==> config.mk <==
export PLATFORM = sky130hd
export DESIGN_NAME = bmp24_stream_decoder
export DESIGN_NICKNAME = d
export VERILOG_FILES = /design/src/hw/rtl/bmp24_pkg.sv /design/src/hw/rtl/bmp24_cmd_fifo.sv /design/src/hw/rtl/bmp24_front.sv /design/src/hw/rtl/bmp24_back.sv /design/src/hw/rtl/bmp24_stream_decoder.sv
export VERILOG_INCLUDE_DIRS = /design/src /design/src/hw/rtl
export SDC_FILE = /design/constraint.sdc
export NUM_CORES = 2
export LEC_CHECK = 0
export BUFFER_PORTS_ARGS = -buffer_cell sky130_fd_sc_hd__buf_2
export CORE_MARGIN = 8
export CORE_UTILIZATION = 58
export DETAILED_ROUTE_END_ITERATION = 16
export PLACE_DENSITY = 0.76
export SETUP_SLACK_MARGIN = 0.1
export SLEW_MARGIN = 20
export SYNTH_ARGS = -nofsm -noshare
export SYNTH_HDL_FRONTEND = slang
export SYNTH_SLANG_ARGS = --single-unit
export TNS_END_PERCENT = 50
==> constraint.sdc <==
create_clock -name i_clk -period 9.5 [get_ports i_clk]
set_input_delay 1.425 -clock i_clk [delete_from_list [all_inputs] [get_ports i_clk]]
set_output_delay 1.425 -clock i_clk [all_outputs]
set_load 0.1 [all_outputs]
==> src/hw/rtl/bmp24_stream_decoder_defines.svh <==
// Assertion macros for the BMP 24-bit stream decoder.
`ifndef BMP24_STREAM_DECODER_DEFINES_SVH
`define BMP24_STREAM_DECODER_DEFINES_SVH
`ifndef SYNTH
// Checked on i_clk, switched off while reset is held.
`define BMP24_ASSERT(label, prop) \
    label: assert property (@(posedge i_clk) disable iff (!i_rst_n) prop) \
        else $error("bmp24 assertion failed");
// Checked on i_clk at every edge, reset included.
`define BMP24_ASSERT_ALWAYS(label, prop) \
    label: assert property (@(posedge i_clk) prop) \
        else $error("bmp24 assertion failed");
`else
`define BMP24_ASSERT(label, prop)
`define BMP24_ASSERT_ALWAYS(label, prop)
`endif
`endif

==> src/hw/rtl/bmp24_pkg.sv <==
// Shared constants, types and header layout for the BMP 24-bit stream decoder.
`timescale 1ns / 1ps
`default_nettype none
package bmp24_pkg;

    // Largest width or height accepted
    localparam int unsigned MAX_DIM   = 4096;
    localparam int unsigned DIM_W     = $clog2(MAX_DIM + 1);
    // Row size in bytes, padding included
    localparam int unsigned RB_W      = $clog2(MAX_DIM * 3 + 4);
    localparam int unsigned RAWX_W    = RB_W + DIM_W;
    localparam int unsigned RAW_CMP_W = (RAWX_W > 32) ? RAWX_W : 32;
    localparam int unsigned AREA_W    = 2 * DIM_W;

    localparam int unsigned IDX_W       = 24;
    localparam int unsigned OUT_DIM_W   = 13;
    localparam int unsigned OUT_DIM_MAX = (1 << OUT_DIM_W) - 1;

    // Command queue between front and back
    localparam int unsigned QDEPTH = 4;
    localparam int unsigned QPTR_W = $clog2(QDEPTH);

    // Header byte offsets
    localparam int unsigned OFS_SIG     = 0;
    localparam int unsigned OFS_FSIZE   = 2;
    localparam int unsigned OFS_PIXOFF  = 10;
    localparam int unsigned OFS_INFO    = 14;
    localparam int unsigned OFS_WIDTH   = 18;
    localparam int unsigned OFS_HEIGHT  = 22;
    localparam int unsigned OFS_PLANES  = 26;
    localparam int unsigned OFS_BPP     = 28;
    localparam int unsigned OFS_COMPR   = 30;
    localparam int unsigned OFS_RAW     = 34;
    localparam int unsigned OFS_COLORS  = 46;
    localparam int unsigned OFS_IMPORT  = 50;
    localparam int unsigned HDR_BYTES   = 54;

    localparam logic [7:0]  SIG_B      = 8'h42;
    localparam logic [7:0]  SIG_M      = 8'h4D;
    localparam logic [31:0] INFO_SIZE  = 32'd40;
    localparam logic [15:0] PLANES_ONE = 16'd1;
    localparam logic [15:0] BPP_24     = 16'd24;

    localparam logic KIND_PIXEL  = 1'b0;
    localparam logic KIND_STATUS = 1'b1;

    typedef enum logic [1:0] {
        ST_OK      = 2'd0,
        ST_CORRUPT = 2'd1,
        ST_UNSUP   = 2'd2
    } t_status;

    // One command per byte that gives anything: a pixel, a status, or both
    typedef struct packed {
        logic                 has_pix;
        logic                 has_stat;
        logic [IDX_W-1:0]     pix_idx;
        logic [7:0]           red;
        logic [7:0]           green;
        logic [7:0]           blue;
        t_status              status;
        logic [OUT_DIM_W-1:0] width;
        logic [OUT_DIM_W-1:0] height;
    } t_cmd;

endpackage
`default_nettype wire

==> src/hw/rtl/bmp24_cmd_fifo.sv <==
// Short command queue between the byte front end and the result back end.
`timescale 1ns / 1ps
`default_nettype none
module bmp24_cmd_fifo
    import bmp24_pkg::*;
(
    input  logic i_clk,
    input  logic i_rst_n,
    input  logic i_wr,
    input  t_cmd i_wdata,
    output logic o_full,
    input  logic i_rd,
    output t_cmd o_rdata,
    output logic o_empty
);

    t_cmd              r_slot [QDEPTH];
    logic [QPTR_W-1:0] r_wr_ptr;
    logic [QPTR_W-1:0] r_rd_ptr;
    logic [QPTR_W:0]   r_count;

    logic w_wr;
    logic w_rd;

    assign o_full  = (r_count == (QPTR_W + 1)'(QDEPTH));
    assign o_empty = (r_count == '0);
    assign w_wr    = i_wr && !o_full;
    assign w_rd    = i_rd && !o_empty;
    assign o_rdata = r_slot[r_rd_ptr];

    always_ff @(posedge i_clk) begin
        if (!i_rst_n) begin
            r_wr_ptr <= '0;
            r_rd_ptr <= '0;
            r_count  <= '0;
        end else begin
            if (w_wr) begin
                r_wr_ptr <= (r_wr_ptr == QPTR_W'(QDEPTH - 1)) ? '0 : r_wr_ptr + QPTR_W'(1);
            end
            if (w_rd) begin
                r_rd_ptr <= (r_rd_ptr == QPTR_W'(QDEPTH - 1)) ? '0 : r_rd_ptr + QPTR_W'(1);
            end
            unique case ({w_wr, w_rd})
                2'b10:   r_count <= r_count + (QPTR_W + 1)'(1);
                2'b01:   r_count <= r_count - (QPTR_W + 1)'(1);
                default: r_count <= r_count;
            endcase
        end
    end

    always_ff @(posedge i_clk) begin
        if (w_wr) begin
            r_slot[r_wr_ptr] <= i_wdata;
        end
    end

endmodule
`default_nettype wire

==> src/hw/rtl/bmp24_front.sv <==
// Front end: header capture and check, pixel row walk, command generation.
`timescale 1ns / 1ps
`default_nettype none
module bmp24_front
    import bmp24_pkg::*;
(
    input  logic       i_clk,
    input  logic       i_rst_n,
    input  logic       i_accept,
    input  logic [7:0] i_data_byte,
    input  logic       i_last_byte,
    output logic       o_cmd_valid,
    output t_cmd       o_cmd
);

    localparam logic [1:0] PH_RED   = 2'd0;
    localparam logic [1:0] PH_GREEN = 2'd1;
    localparam logic [1:0] PH_BLUE  = 2'd2;

    // Dimension products are formed in the two beats after the height field
    localparam int unsigned PRE_DIMS_POS = OFS_HEIGHT + 4;
    localparam int unsigned PRE_RAW_POS  = PRE_DIMS_POS + 1;

    // Control
    logic [31:0]      r_byte_count;
    t_status          r_hdr_err;
    logic             r_pix_done;
    logic [RB_W-1:0]  r_bir;
    logic [DIM_W-1:0] r_row;
    logic [1:0]       r_phase;

    // Header fields
    logic [7:0]  r_sig_b;
    logic [7:0]  r_sig_m;
    logic [31:0] r_file_size;
    logic [31:0] r_pix_off;
    logic [31:0] r_info_size;
    logic [31:0] r_width;
    logic [31:0] r_height;
    logic [15:0] r_planes;
    logic [15:0] r_bpp;
    logic [31:0] r_compr;
    logic [31:0] r_raw;
    logic [31:0] r_colors;
    logic [23:0] r_important;

    // Precomputed sizes and pixel payload
    logic [RB_W-1:0]   r_w3;
    logic [RB_W-1:0]   r_row_bytes;
    logic [IDX_W-1:0]  r_area;
    logic [RAWX_W-1:0] r_raw_expect;
    logic [IDX_W-1:0]  r_pix_idx;
    logic [7:0]        r_red;
    logic [7:0]        r_green;

    logic                    w_in_hdr;
    logic                    w_hdr_wr;
    logic                    w_hdr_last;
    logic [5:0]              w_pos;
    logic [DIM_W-1:0]        w_w_d;
    logic [DIM_W-1:0]        w_h_d;
    logic [RB_W-1:0]         w_w3;
    logic [RB_W-1:0]         w_rb_sum;
    logic [RB_W-1:0]         w_rb;
    logic [AREA_W-1:0]       w_area_full;
    logic [AREA_W+IDX_W-1:0] w_area_ext;
    logic [RAWX_W-1:0]       w_raw_prod;
    logic                    w_sig_ok;
    logic                    w_imp_zero;
    t_status                 w_hdr_chk;
    t_status                 w_hdr_err_now;
    logic                    w_walk;
    logic                    w_in_pix;
    logic [RB_W-1:0]         w_bir_inc;
    logic                    w_row_end;
    logic [DIM_W-1:0]        w_row_inc;
    logic                    w_emit_pix;
    logic                    n_pix_done;
    logic [31:0]             w_bc_next;
    logic                    w_short;
    t_status                 w_stat;
    logic [OUT_DIM_W-1:0]    w_w_sat;
    logic [OUT_DIM_W-1:0]    w_h_sat;

    assign w_in_hdr   = (r_byte_count < 32'(HDR_BYTES));
    assign w_hdr_wr   = i_accept && w_in_hdr;
    assign w_hdr_last = (r_byte_count == 32'(HDR_BYTES - 1));
    assign w_pos      = r_byte_count[5:0];

    // Dimensions only matter once they pass the MAX_DIM check, so narrow copies do
    assign w_w_d       = r_width[DIM_W-1:0];
    assign w_h_d       = r_height[DIM_W-1:0];
    assign w_w3        = RB_W'({w_w_d, 1'b0}) + RB_W'(w_w_d);
    assign w_rb_sum    = w_w3 + RB_W'(3);
    assign w_rb        = {w_rb_sum[RB_W-1:2], 2'b00};
    assign w_area_full = w_w_d * w_h_d;
    assign w_area_ext  = {{IDX_W{1'b0}}, w_area_full};
    assign w_raw_prod  = r_row_bytes * RAWX_W'(w_h_d);

    assign w_sig_ok   = (r_sig_b == SIG_B) && (r_sig_m == SIG_M);
    assign w_imp_zero = (r_important == '0) && (i_data_byte == '0);

    // Header check, first failure wins
    always_comb begin
        priority if (!w_sig_ok) begin
            w_hdr_chk = ST_CORRUPT;
        end else if (r_info_size != INFO_SIZE) begin
            w_hdr_chk = ST_UNSUP;
        end else if (r_planes != PLANES_ONE || r_bpp != BPP_24 || r_compr != '0 ||
                     r_colors != '0 || !w_imp_zero) begin
            w_hdr_chk = ST_UNSUP;
        end else if (r_width > 32'(MAX_DIM) || r_height > 32'(MAX_DIM)) begin
            w_hdr_chk = ST_UNSUP;
        end else if (r_raw != '0 &&
                     RAW_CMP_W'(r_raw) != RAW_CMP_W'(r_raw_expect)) begin
            w_hdr_chk = ST_CORRUPT;
        end else if (r_pix_off != 32'(HDR_BYTES)) begin
            w_hdr_chk = ST_CORRUPT;
        end else begin
            w_hdr_chk = ST_OK;
        end
    end

    assign w_hdr_err_now = w_hdr_last ? w_hdr_chk : r_hdr_err;

    // Pixel walk
    assign w_walk     = i_accept && !w_in_hdr && (r_hdr_err == ST_OK) && !r_pix_done;
    assign w_in_pix   = (r_bir < r_w3);
    assign w_bir_inc  = r_bir + RB_W'(1);
    assign w_row_end  = (w_bir_inc >= r_row_bytes);
    assign w_row_inc  = r_row + DIM_W'(1);
    assign w_emit_pix = w_walk && w_in_pix && (r_phase == PH_BLUE);

    always_comb begin
        n_pix_done = r_pix_done;
        if (i_accept && w_hdr_last && w_hdr_chk == ST_OK) begin
            n_pix_done = (r_width == '0) || (r_height == '0);
        end else if (w_walk && w_row_end && w_row_inc >= w_h_d) begin
            n_pix_done = 1'b1;
        end
    end

    // Final status
    assign w_bc_next = (r_byte_count == '1) ? r_byte_count : r_byte_count + 32'd1;
    assign w_short   = (w_bc_next < 32'(HDR_BYTES));
    assign w_w_sat   = (r_width > 32'(OUT_DIM_MAX)) ? OUT_DIM_W'(OUT_DIM_MAX)
                                                    : r_width[OUT_DIM_W-1:0];
    assign w_h_sat   = (r_height > 32'(OUT_DIM_MAX)) ? OUT_DIM_W'(OUT_DIM_MAX)
                                                     : r_height[OUT_DIM_W-1:0];

    always_comb begin
        priority if (w_short) begin
            w_stat = ST_CORRUPT;
        end else if (!w_sig_ok || w_bc_next == '1 || r_file_size != w_bc_next) begin
            w_stat = ST_CORRUPT;
        end else if (w_hdr_err_now != ST_OK) begin
            w_stat = w_hdr_err_now;
        end else if (!n_pix_done) begin
            w_stat = ST_CORRUPT;
        end else begin
            w_stat = ST_OK;
        end
    end

    always_comb begin
        o_cmd.has_pix  = w_emit_pix;
        o_cmd.has_stat = i_accept && i_last_byte;
        o_cmd.pix_idx  = r_pix_idx;
        o_cmd.red      = r_red;
        o_cmd.green    = r_green;
        o_cmd.blue     = i_data_byte;
        o_cmd.status   = w_stat;
        o_cmd.width    = w_short ? '0 : w_w_sat;
        o_cmd.height   = w_short ? '0 : w_h_sat;
    end

    assign o_cmd_valid = o_cmd.has_pix || o_cmd.has_stat;

    always_ff @(posedge i_clk) begin
        if (!i_rst_n) begin
            r_byte_count <= '0;
            r_hdr_err    <= ST_OK;
            r_pix_done   <= 1'b0;
            r_bir        <= '0;
            r_row        <= '0;
            r_phase      <= PH_RED;
        end else if (i_accept) begin
            if (i_last_byte) begin
                // back to the start for the next file
                r_byte_count <= '0;
                r_hdr_err    <= ST_OK;
                r_pix_done   <= 1'b0;
                r_bir        <= '0;
                r_row        <= '0;
                r_phase      <= PH_RED;
            end else begin
                r_byte_count <= w_bc_next;
                r_pix_done   <= n_pix_done;
                if (w_hdr_last) begin
                    r_hdr_err <= w_hdr_chk;
                end
                if (w_walk) begin
                    if (w_row_end) begin
                        r_bir   <= '0;
                        r_row   <= w_row_inc;
                        r_phase <= PH_RED;
                    end else begin
                        r_bir <= w_bir_inc;
                        if (w_in_pix) begin
                            r_phase <= (r_phase == PH_BLUE) ? PH_RED : r_phase + 2'd1;
                        end
                    end
                end
            end
        end
    end

    // Payload: header fields by byte position, sizes, held colours
    always_ff @(posedge i_clk) begin
        if (w_hdr_wr && w_pos == 6'(OFS_SIG)) begin
            r_sig_b <= i_data_byte;
        end
        if (w_hdr_wr && w_pos == 6'(OFS_SIG + 1)) begin
            r_sig_m <= i_data_byte;
        end
        for (int k = 0; k < 4; k++) begin
            if (w_hdr_wr && w_pos == 6'(OFS_FSIZE + k))  r_file_size[8*k +: 8] <= i_data_byte;
            if (w_hdr_wr && w_pos == 6'(OFS_PIXOFF + k)) r_pix_off[8*k +: 8]   <= i_data_byte;
            if (w_hdr_wr && w_pos == 6'(OFS_INFO + k))   r_info_size[8*k +: 8] <= i_data_byte;
            if (w_hdr_wr && w_pos == 6'(OFS_WIDTH + k))  r_width[8*k +: 8]     <= i_data_byte;
            if (w_hdr_wr && w_pos == 6'(OFS_HEIGHT + k)) r_height[8*k +: 8]    <= i_data_byte;
            if (w_hdr_wr && w_pos == 6'(OFS_COMPR + k))  r_compr[8*k +: 8]     <= i_data_byte;
            if (w_hdr_wr && w_pos == 6'(OFS_RAW + k))    r_raw[8*k +: 8]       <= i_data_byte;
            if (w_hdr_wr && w_pos == 6'(OFS_COLORS + k)) r_colors[8*k +: 8]    <= i_data_byte;
        end
        for (int k = 0; k < 2; k++) begin
            if (w_hdr_wr && w_pos == 6'(OFS_PLANES + k)) r_planes[8*k +: 8] <= i_data_byte;
            if (w_hdr_wr && w_pos == 6'(OFS_BPP + k))    r_bpp[8*k +: 8]    <= i_data_byte;
        end
        // top byte of the important-colours field is checked as it arrives
        for (int k = 0; k < 3; k++) begin
            if (w_hdr_wr && w_pos == 6'(OFS_IMPORT + k)) r_important[8*k +: 8] <= i_data_byte;
        end

        if (i_accept && r_byte_count == 32'(PRE_DIMS_POS)) begin
            r_w3        <= w_w3;
            r_row_bytes <= w_rb;
            r_area      <= w_area_ext[IDX_W-1:0];
        end
        if (i_accept && r_byte_count == 32'(PRE_RAW_POS)) begin
            r_raw_expect <= w_raw_prod;
        end

        // Destination index counts down by one per pixel across the whole image
        if (i_accept && w_hdr_last) begin
            r_pix_idx <= r_area - IDX_W'(1);
        end else if (w_emit_pix) begin
            r_pix_idx <= r_pix_idx - IDX_W'(1);
        end

        if (w_walk && w_in_pix && r_phase == PH_RED) begin
            r_red <= i_data_byte;
        end
        if (w_walk && w_in_pix && r_phase == PH_GREEN) begin
            r_green <= i_data_byte;
        end
    end

endmodule
`default_nettype wire

==> src/hw/rtl/bmp24_back.sv <==
// Back end: expands commands into result beats through an output register.
`timescale 1ns / 1ps
`default_nettype none
module bmp24_back
    import bmp24_pkg::*;
(
    input  logic                 i_clk,
    input  logic                 i_rst_n,
    input  logic                 i_head_valid,
    input  t_cmd                 i_head,
    output logic                 o_head_rd,
    input  logic                 i_pop,
    output logic                 o_empty,
    output logic                 o_item_kind,
    output logic [IDX_W-1:0]     o_pixel_index,
    output logic [7:0]           o_red,
    output logic [7:0]           o_green,
    output logic [7:0]           o_blue,
    output logic [1:0]           o_status,
    output logic [OUT_DIM_W-1:0] o_image_width,
    output logic [OUT_DIM_W-1:0] o_image_height,
    output logic                 o_end_of_run
);

    logic                 r_out_valid;
    logic                 r_second;
    logic                 r_kind;
    logic [IDX_W-1:0]     r_idx;
    logic [7:0]           r_red;
    logic [7:0]           r_green;
    logic [7:0]           r_blue;
    t_status              r_status;
    logic [OUT_DIM_W-1:0] r_width;
    logic [OUT_DIM_W-1:0] r_height;
    logic                 r_eor;

    logic w_load;
    logic w_take;
    logic w_send_pix;

    assign w_load     = !r_out_valid || i_pop;
    assign w_take     = w_load && i_head_valid;
    // pixel half of a two-beat command goes first; the head stays for the status
    assign w_send_pix = i_head.has_pix && !r_second;
    assign o_head_rd  = w_take && !(w_send_pix && i_head.has_stat);

    always_ff @(posedge i_clk) begin
        if (!i_rst_n) begin
            r_out_valid <= 1'b0;
            r_second    <= 1'b0;
        end else begin
            if (w_load) begin
                r_out_valid <= i_head_valid;
            end
            if (w_take) begin
                r_second <= w_send_pix && i_head.has_stat;
            end
        end
    end

    always_ff @(posedge i_clk) begin
        if (w_take) begin
            if (w_send_pix) begin
                r_kind   <= KIND_PIXEL;
                r_idx    <= i_head.pix_idx;
                r_red    <= i_head.red;
                r_green  <= i_head.green;
                r_blue   <= i_head.blue;
                r_status <= ST_OK;
                r_width  <= '0;
                r_height <= '0;
                r_eor    <= 1'b0;
            end else begin
                r_kind   <= KIND_STATUS;
                r_idx    <= '0;
                r_red    <= '0;
                r_green  <= '0;
                r_blue   <= '0;
                r_status <= i_head.status;
                r_width  <= i_head.width;
                r_height <= i_head.height;
                r_eor    <= 1'b1;
            end
        end
    end

    assign o_empty        = !r_out_valid;
    assign o_item_kind    = r_kind;
    assign o_pixel_index  = r_idx;
    assign o_red          = r_red;
    assign o_green        = r_green;
    assign o_blue         = r_blue;
    assign o_status       = r_status;
    assign o_image_width  = r_width;
    assign o_image_height = r_height;
    assign o_end_of_run   = r_eor;

endmodule
`default_nettype wire

==> src/hw/rtl/bmp24_stream_decoder.sv <==
// Path: the command for a taken byte is written into the queue, then moved into the output register;
//   the status beat of a last byte that also closes a pixel follows that pixel beat.
// Throughput: one byte per cycle, held back only when the four-entry command queue
//   is full; the output register gives one beat per cycle while pop is held and the queue is not empty.
// Reset: synchronous, active low; clears counters, header status, queue and output
//   valid. No clearing pass; header fields are rewritten by every file.
`timescale 1ns / 1ps
`default_nettype none
`include "bmp24_stream_decoder_defines.svh"
module bmp24_stream_decoder
    import bmp24_pkg::*;
(
    input  logic                 i_clk,
    input  logic                 i_rst_n,
    // byte side
    input  logic                 push,
    output logic                 full,
    input  logic [7:0]           i_data_byte,
    input  logic                 i_last_byte,
    // result side
    output logic                 empty,
    input  logic                 pop,
    output logic                 o_item_kind,
    output logic [IDX_W-1:0]     o_pixel_index,
    output logic [7:0]           o_red,
    output logic [7:0]           o_green,
    output logic [7:0]           o_blue,
    output logic [1:0]           o_status,
    output logic [OUT_DIM_W-1:0] o_image_width,
    output logic [OUT_DIM_W-1:0] o_image_height,
    output logic                 o_end_of_run
);

    // Structure:
    //   front  - counts bytes, captures the header fields by position, checks the
    //            header on byte 54, walks the pixel rows and forms commands.
    //            Dimension products are formed early (bytes 27 and 28) so the
    //            header check is only compares.
    //   queue  - short command queue; the front and back stall independently.
    //   back   - turns each command into one or two beats (pixel first, then
    //            status) through an output register.

    logic w_accept;
    logic w_cmd_valid;
    t_cmd w_cmd;
    logic w_q_wr;
    logic w_q_full;
    logic w_q_rd;
    logic w_q_empty;
    t_cmd w_q_head;

    // A beat is taken whenever the queue has room; bytes that give nothing are
    // taken too, so full is conservative by at most one slot.
    assign full     = w_q_full;
    assign w_accept = push && !w_q_full;
    assign w_q_wr   = w_accept && w_cmd_valid;

    bmp24_front u_front (
        .i_clk       (i_clk),
        .i_rst_n     (i_rst_n),
        .i_accept    (w_accept),
        .i_data_byte (i_data_byte),
        .i_last_byte (i_last_byte),
        .o_cmd_valid (w_cmd_valid),
        .o_cmd       (w_cmd)
    );

    bmp24_cmd_fifo u_queue (
        .i_clk   (i_clk),
        .i_rst_n (i_rst_n),
        .i_wr    (w_q_wr),
        .i_wdata (w_cmd),
        .o_full  (w_q_full),
        .i_rd    (w_q_rd),
        .o_rdata (w_q_head),
        .o_empty (w_q_empty)
    );

    bmp24_back u_back (
        .i_clk          (i_clk),
        .i_rst_n        (i_rst_n),
        .i_head_valid   (!w_q_empty),
        .i_head         (w_q_head),
        .o_head_rd      (w_q_rd),
        .i_pop          (pop),
        .o_empty        (empty),
        .o_item_kind    (o_item_kind),
        .o_pixel_index  (o_pixel_index),
        .o_red          (o_red),
        .o_green        (o_green),
        .o_blue         (o_blue),
        .o_status       (o_status),
        .o_image_width  (o_image_width),
        .o_image_height (o_image_height),
        .o_end_of_run   (o_end_of_run)
    );

    // Commands never land in a full queue
    `BMP24_ASSERT(a_q_no_overflow, w_q_wr |-> !w_q_full)
    // The back end only dequeues what is there
    `BMP24_ASSERT(a_q_no_underflow, w_q_rd |-> !w_q_empty)
    // A status beat closes the file
    `BMP24_ASSERT(a_status_beat, (!empty && o_item_kind == KIND_STATUS) |-> o_end_of_run)
    // Every beat carries a defined status code
    `BMP24_ASSERT(a_status_code, !empty |-> o_status <= ST_UNSUP)
    // Output is empty right after any reset edge
    `BMP24_ASSERT_ALWAYS(a_reset_empty, $past(!i_rst_n) |-> empty)

endmodule
`default_nettype wire
Word-level counts from Yosys, hierarchy flattened
Memories as Yosys holds them, arrays and structs flattened. A register that Yosys moved wholly into a read port is not among the register bits.
Cells that the tools add are included.
{ "totals": {"out_inout_bits": 80, "wordCells": 300, "latchBits": 0, "romBits": 0, "register_bits": 593, "in_bits": 13, "mem_bits_rw": 312, "n_memories": 1} }
{ "classes": {"n_eq_ne": 60, "reduce_logical": 107, "mul": 2, "n_div": 0, "add_sub_neg": 12, "muxes": 42, "n_bitwise": 0, "n_shift": 0, "order_cmp": 9} }
{ "memory_table": {"columns": ["name", "depth", "width", "rd", "rd_ports_with_merged_regs", "wr", "line_no", "text"], "rows": [
  ["u_queue.r_slot", 4, 78, 1, 1, 1, "bmp24_cmd_fifo.sv:17", "t_cmd r_slot [QDEPTH];"]
]} }
{ "op_table": {"columns": ["operator", "n"], "rows": [
  ["> comparator 32 x 13 -> 1 bit, second input constant", 4],
  ["== test 6 x 5 -> 1 bit, second input constant", 16],
  ["nonzero test 32 bit", 3],
  ["two-way mux 13 bit", 7],
  ["== test 6 bit, second input constant", 13],
  ["logical AND 1 bit", 67],
  ["== test 32 bit, second input constant", 2],
  ["== test 32 x 5 -> 1 bit, second input constant", 2],
  ["logical NOT 32 bit", 2],
  ["less-than comparator 32 x 6 -> 1 bit, second input constant", 2],
  ["two-way mux 32 bit", 2],
  ["inequality test 32 x 6 -> 1 bit, second input constant", 2],
  ["two-way mux 24 bit", 2],
  ["subtractor 24 x 1 -> 24 bit, second input constant", 2],
  ["two-way mux 14 bit", 3],
  ["two-way mux 2 bit", 19],
  ["== test 6 x 4 -> 1 bit, second input constant", 6],
  ["adder 32 x 1 -> 32 bit, second input constant", 1],
  ["== test 32 x 6 -> 1 bit, second input constant", 1],
  ["inequality test 32 x 27 -> 1 bit", 1],
  ["inequality test 32 bit", 1],
  ["multiplier 12 x 13 -> 25 bit", 1],
  ["logical NOT 24 bit", 1],
  ["multiplier 13 x 13 -> 24 bit", 1],
  ["31 further kinds", 71]
]} }

Logic depth before layout (Yosys ltp)
{ "logic_depth": {"ltp_word": 15, "mapped_depth": 24, "mapped_depth_nobuf": 22} }

By module
A second synthesis with hierarchy kept.
{ "hier_totals": {"cells_unflattened": 3683, "area_unflattened_um2": 47620.7} }
{ "modules_own_cells": {"columns": ["mod", "cells_per_inst", "seq_area_each_um2", "instances", "area_each_um2"], "rows": [
  ["bmp24_front", 3040, 14584.0, 1, 32851.5],
  ["bmp24_cmd_fifo", 464, 9549.2, 1, 11761.3],
  ["bmp24_back", 176, 2352.3, 1, 2989.1],
  ["bmp24_stream_decoder", 3, 0.0, 1, 18.8]
]} }

Worst setup path before layout
OpenSTA, ideal clock, no wires.
{ "synth_timing": {"kind": "input port to flip-flop", "start": "in pop", "end": "reg u_queue.r_count[2]", "setup_slack_ps": 1856, "n_path_buf": 0, "stages": 10, "arrival_time_ps": 7568, "required_ps": 9424, "cell_sequence": "inv_1 > a21oi_1 > o21ai_0 > inv_1 > ha_1 > inv_1 > fa_1 > xor2_1 > or3_1 > a21boi_0"} }
{ "synth_via": {"elab_chain_len": 6, "word_cells_on_any_way": 8} }
{ "synth_rtl": {"columns": ["element", "line_no", "text"], "rows": [
  ["start: declaration", "bmp24_stream_decoder.sv:22", "input logic pop,"],
  ["logical OR 1 bit *", "bmp24_back.sv:41", "assign w_load = !r_out_valid || i_pop;"],
  ["logical AND 1 bit *", "bmp24_back.sv:42", "assign w_take = w_load && i_head_valid;"],
  ["net u_back.w_take", "bmp24_back.sv:38", "logic w_take;"],
  ["logical AND 1 bit *", "bmp24_back.sv:45", "assign o_head_rd = w_take && !(w_send_pix && i_head.has_stat);"],
  ["logical AND 1 bit *", "bmp24_cmd_fifo.sv:28", "assign w_rd = i_rd && !o_empty;"],
  ["net u_queue.w_rd", "bmp24_cmd_fifo.sv:23", "logic w_rd;"],
  ["== test 2 x 1 -> 1 bit or == test 2 bit (tied branches)", "bmp24_cmd_fifo.sv:43", "unique case ({w_wr, w_rd})"],
  ["case mux 3 bit (2 select lines) or nonzero test 2 bit (tied branches)", null, null],
  ["end signal: assignment", "bmp24_cmd_fifo.sv:44", "2'b10: r_count <= r_count + (QPTR_W + 1)'(1);"],
  ["end signal: assignment", "bmp24_cmd_fifo.sv:45", "2'b01: r_count <= r_count - (QPTR_W + 1)'(1);"],
  ["end signal: assignment", "bmp24_cmd_fifo.sv:46", "default: r_count <= r_count;"],
  ["end: declaration", "bmp24_cmd_fifo.sv:20", "logic [QPTR_W:0] r_count;"]
]} }
Mark *: on every way through the listed nets, which the timed path passes. The rest lies on a longest branch.
A chain may end at the register's enable or synchronous reset.

Worst setup path in the final report
{ "layout_timing": {"start": "reg u_front.r_height[6]", "end": "reg u_front.r_raw_expect[26], data pin"} }
{ "layout_via": {"elab_chain_len": 1} }
{ "layout_rtl": {"columns": ["element", "line_no", "text"], "rows": [
  ["start: declaration", "bmp24_front.sv:39", "logic [31:0] r_height;"],
  ["start signal: indexed assignment", "bmp24_front.sv:231", "if (w_hdr_wr && w_pos == 6'(OFS_HEIGHT + k)) r_height[8*k +: 8] <= i_data_byte;"],
  ["multiplier 12 x 13 -> 25 bit", "bmp24_front.sv:98", "assign w_raw_prod = r_row_bytes * RAWX_W'(w_h_d);"],
  ["net u_front.w_raw_prod[26]", "bmp24_front.sv:67", "logic [RAWX_W-1:0] w_raw_prod;"],
  ["end signal: assignment", "bmp24_front.sv:251", "r_raw_expect <= w_raw_prod;"],
  ["end: declaration", "bmp24_front.sv:51", "logic [RAWX_W-1:0] r_raw_expect;"]
]} }
The timed path passes the listed nets, and every way through them passes these cells.

==> impl_metrics.ini <==
[outcome]
outcome = completed

[timing]
layout_min_cycle_time_ps = 6770
fin_skew_ps = 34.4
final-hold-violation-count = 0
slew_headroom_pct = 28.6
setup_total_negative_slack_ps = 0
fin_crit_sh_pct = 71.2
setup-violations-final = 0
tightestPinTransition_ps = 1070
achievable_freq_ghz = 0.148
unrepaired_setup_endpoints_after_global_routing = false
slew_violations = 0

[clock_tree]
ctsHoldBuffers = 0
cts_buffers = 89
clkLatencyLatePin_ps = 670
clockRootBuffer = sky130_fd_sc_hd__clkbuf_16
path_clk_slew_ps = 80
number_of_cells_upsized_or_downsized_after_cts = 0
postCtsSetupRepairBufs = 0
cts_num_sinks = 907
htree_num_levels = 3
tritoncts = built
clock_tree.buffer_depth = 3

[global_routing]
grt_antenna_before_repair = 1
grt_start_max_net_pins = 79
globalRouteTotalUtil_pct = 24.9
first_pass_grt_wire_length_mm = 175
first_global_vias = 30302
grt_overflow_total = 0

[yosys]
post_synth_instance_area_mm2 = 0.0476
syn_area_per_cell_um2 = 12.9
synthTopCellsByArea = sky130_fd_sc_hd__edfxtp_1, sky130_fd_sc_hd__fa_1, sky130_fd_sc_hd__ha_1, sky130_fd_sc_hd__mux4_2, sky130_fd_sc_hd__dfxtp_1
dominantRegCellSynth = sky130_fd_sc_hd__edfxtp_1
yosys.cell_count.top_type = sky130_fd_sc_hd__edfxtp_1
synthesized_instance_count = 3697
seq_area_frac_synth_pct = 55.6
synth_async_sr_flop_share_pct = 0
ys_top_cells_by_count = sky130_fd_sc_hd__edfxtp_1, sky130_fd_sc_hd__inv_1, sky130_fd_sc_hd__nand2_1
post-synth-top-area-fraction_pct = 52.4
post_synth_edffs = 832
yosys_warnings = 0
yosys.cell_types.count = 87
synth.net_count = 4137
ys_ff_latch = 907
yosysTopAreaCell = sky130_fd_sc_hd__edfxtp_1

[worst_setup_path]
worst-setup-path-type = reg -> reg
critical_path_required_ps = 9890
end_point_of_the_critical_path = u_front.r_raw_expect[26]
critical_path.endpoint_type = flip-flop
r2r-start = u_front.r_height[6]
reg2reg_capture_point = u_front.r_raw_expect[26]
worst-r2r-cell-count = 19
worst-endpoint-arrival_ps = 7160
cp-start-kind = flip-flop
startpoint = u_front.r_height[6]
setup.reg_to_reg.worst_slack_ps = 2730
critPathMaxFanout = 23

[routing]
detail_route.wirelength_mm = 113
drtPass1Iterations = 5
vias_per_cell = 6.01
detailroute.via_count = 29509
wire_per_inst_um = 23.0
route.detailed.drc = 0
dr.first_iter.drc_count = 2899
detail-route-antenna-nets = 0

[final_layout]
post_route_cells_drive_above_1_share_pct = 10.3
design_area_mm2 = 0.0522
final-instance-count-excl-fill = 4910
flow.area_growth_from_synthesis_pct = 9.62
n_antenna_cell = 0
nFillCells = 5989
nNetsFinal = 4206
postLayoutCoreUtil_pct = 63.9

[die]
placeableCoreArea_mm2 = 0.0817
ioPinCount = 93
dieHeight_um = 303
cell_rows = 105
die_x_um = 303
dieArea_mm2 = 0.0916
initial_core_util_pct = 58.3

[place]
place.detailed.hpwl_mm = 76.1
place.port_buffers = 92
placed_cell_area_mm2 = 0.0492
gpl.final_weighted_congestion = 0.978
placedCellCount = 4745

[pwr]
ir_worst_vdd_mv = 0.256
power.leakage_nw = 19.7
pwr_density_cell_mw_per_mm2 = 204

[min_path]
holdCritPathClass = reg -> reg
hp-start = u_front.r_row[11]

[flow_run]
cap_viol_max_count = 0
## final cells by class
class	count	area, µm²	area share [%]
clock buffer	107	2360	4.51
tap	1070	1340	2.56
timing repair buffer	133	768	1.47
multi-input combinational	2233	19100	36.5
sequential	907	26500	50.7
inverter	402	1510	2.89
clock inverter	58	687	1.32
## layout by cell type, fill, tap and decap left out, drive strengths merged, types with 27 or more instances in the layout
cell type	n
a21boi	27
a21oi	76
and2	72
buf	133
clkbuf	107
clkinv	45
dfxtp	75
edfxtp	832
fa	232
ha	195
inv	398
mux4	78
nand2	297
nand3	63
nand4	51
nor2	281
nor2b	83
nor3	62
nor4	98
o21a	34
o21ai	73
xnor2	121
xor2	75
## power by group
| group | switching (mW) | internal, mW |
|---|---|---|
| logic | 1.83 | 0.403 |
| clock network | 1.53 | 2.09 |
| registers | 0.110 | 4.69 |
## sequential cells by signal, summed over array words and instances (netlist names), 16 cells and up, named ones only
name and count:
u_front.r_area 24, u_front.r_raw_expect 25, u_front.r_raw 32, u_front.r_important 24, u_front.r_colors 32, u_front.r_height 32, u_front.r_pix_idx 24, u_front.r_byte_count 32
u_queue.r_slot 312, u_front.r_bpp 16, u_front.r_planes 16, u_front.r_compr 32, u_front.r_info_size 32, u_back.o_pixel_index 24, u_front.r_width 32, u_front.r_file_size 32
u_front.r_pix_off 32
## critical path, cell delays in order, from the launching register on
cell	delay (ps)
sky130_fd_sc_hd__edfxtp_1	960
sky130_fd_sc_hd__nand2_1	160
sky130_fd_sc_hd__fa_1	590
sky130_fd_sc_hd__fa_1	440
sky130_fd_sc_hd__fa_1	510
sky130_fd_sc_hd__inv_1	60
sky130_fd_sc_hd__fa_1	560
sky130_fd_sc_hd__inv_1	60
sky130_fd_sc_hd__fa_1	540
sky130_fd_sc_hd__inv_1	40
sky130_fd_sc_hd__ha_1	340
sky130_fd_sc_hd__a211oi_1	360
sky130_fd_sc_hd__a211oi_1	170
sky130_fd_sc_hd__o2111ai_1	290
sky130_fd_sc_hd__a31oi_1	170
sky130_fd_sc_hd__a41o_1	290
sky130_fd_sc_hd__o41ai_1	510
sky130_fd_sc_hd__o21bai_1	130
sky130_fd_sc_hd__a21oi_1	210
sky130_fd_sc_hd__xnor2_1	80
## metrics by stage
step	hold WS [ps]	setup WS (ps)	total power, mW
after CTS	468	2800	10.7
after global placement	451	3100	7.12
after global routing	487	2420	11.0
after detailed placement	457	2950	7.14
after floorplan	441	1860	6.75
final	468	2730	10.7
## how the worst min path moves through the flow
stage	to	slack [ps]	cells after the start
3_5_place_dp	u_front.r_row[11]	460	2
2_1_floorplan	u_front.r_row[11]	440	2
5_1_grt	u_queue.r_slot[1][41]	490	0
4_1_cts	u_front.r_row[11]	470	2
6_report	u_front.r_row[11]	470	2
3_3_place_gp	u_front.r_row[11]	450	2
## kinds of logic after synthesis
group / after synthesis / share of synthesized area (%)
AND/OR/NAND/NOR: 1154 / 12.2
flip-flops: 907 / 55.6
buffers and inverters: 557 / 4.50
adder cells (fa/ha/maj): 427 / 14.9
AO/OA/AOI/OAI: 348 / 4.85
XOR/XNOR: 197 / 3.65
multiplexers: 107 / 4.30
## per-layer routing
metal  wire [µm]  global-route usage, %  vias up  part of all wire (%)
met5          13                      0        -                 0.011
met1       45400                   32.6    14794                    40
met2       55000                   41.8     1249                    49
met4        4230                   8.94        2                   3.7
met3        8580                   4.45      261                   7.6
li1            -                      -    13203                     -
No activity file was read; power rests on OpenSTA's default activity.
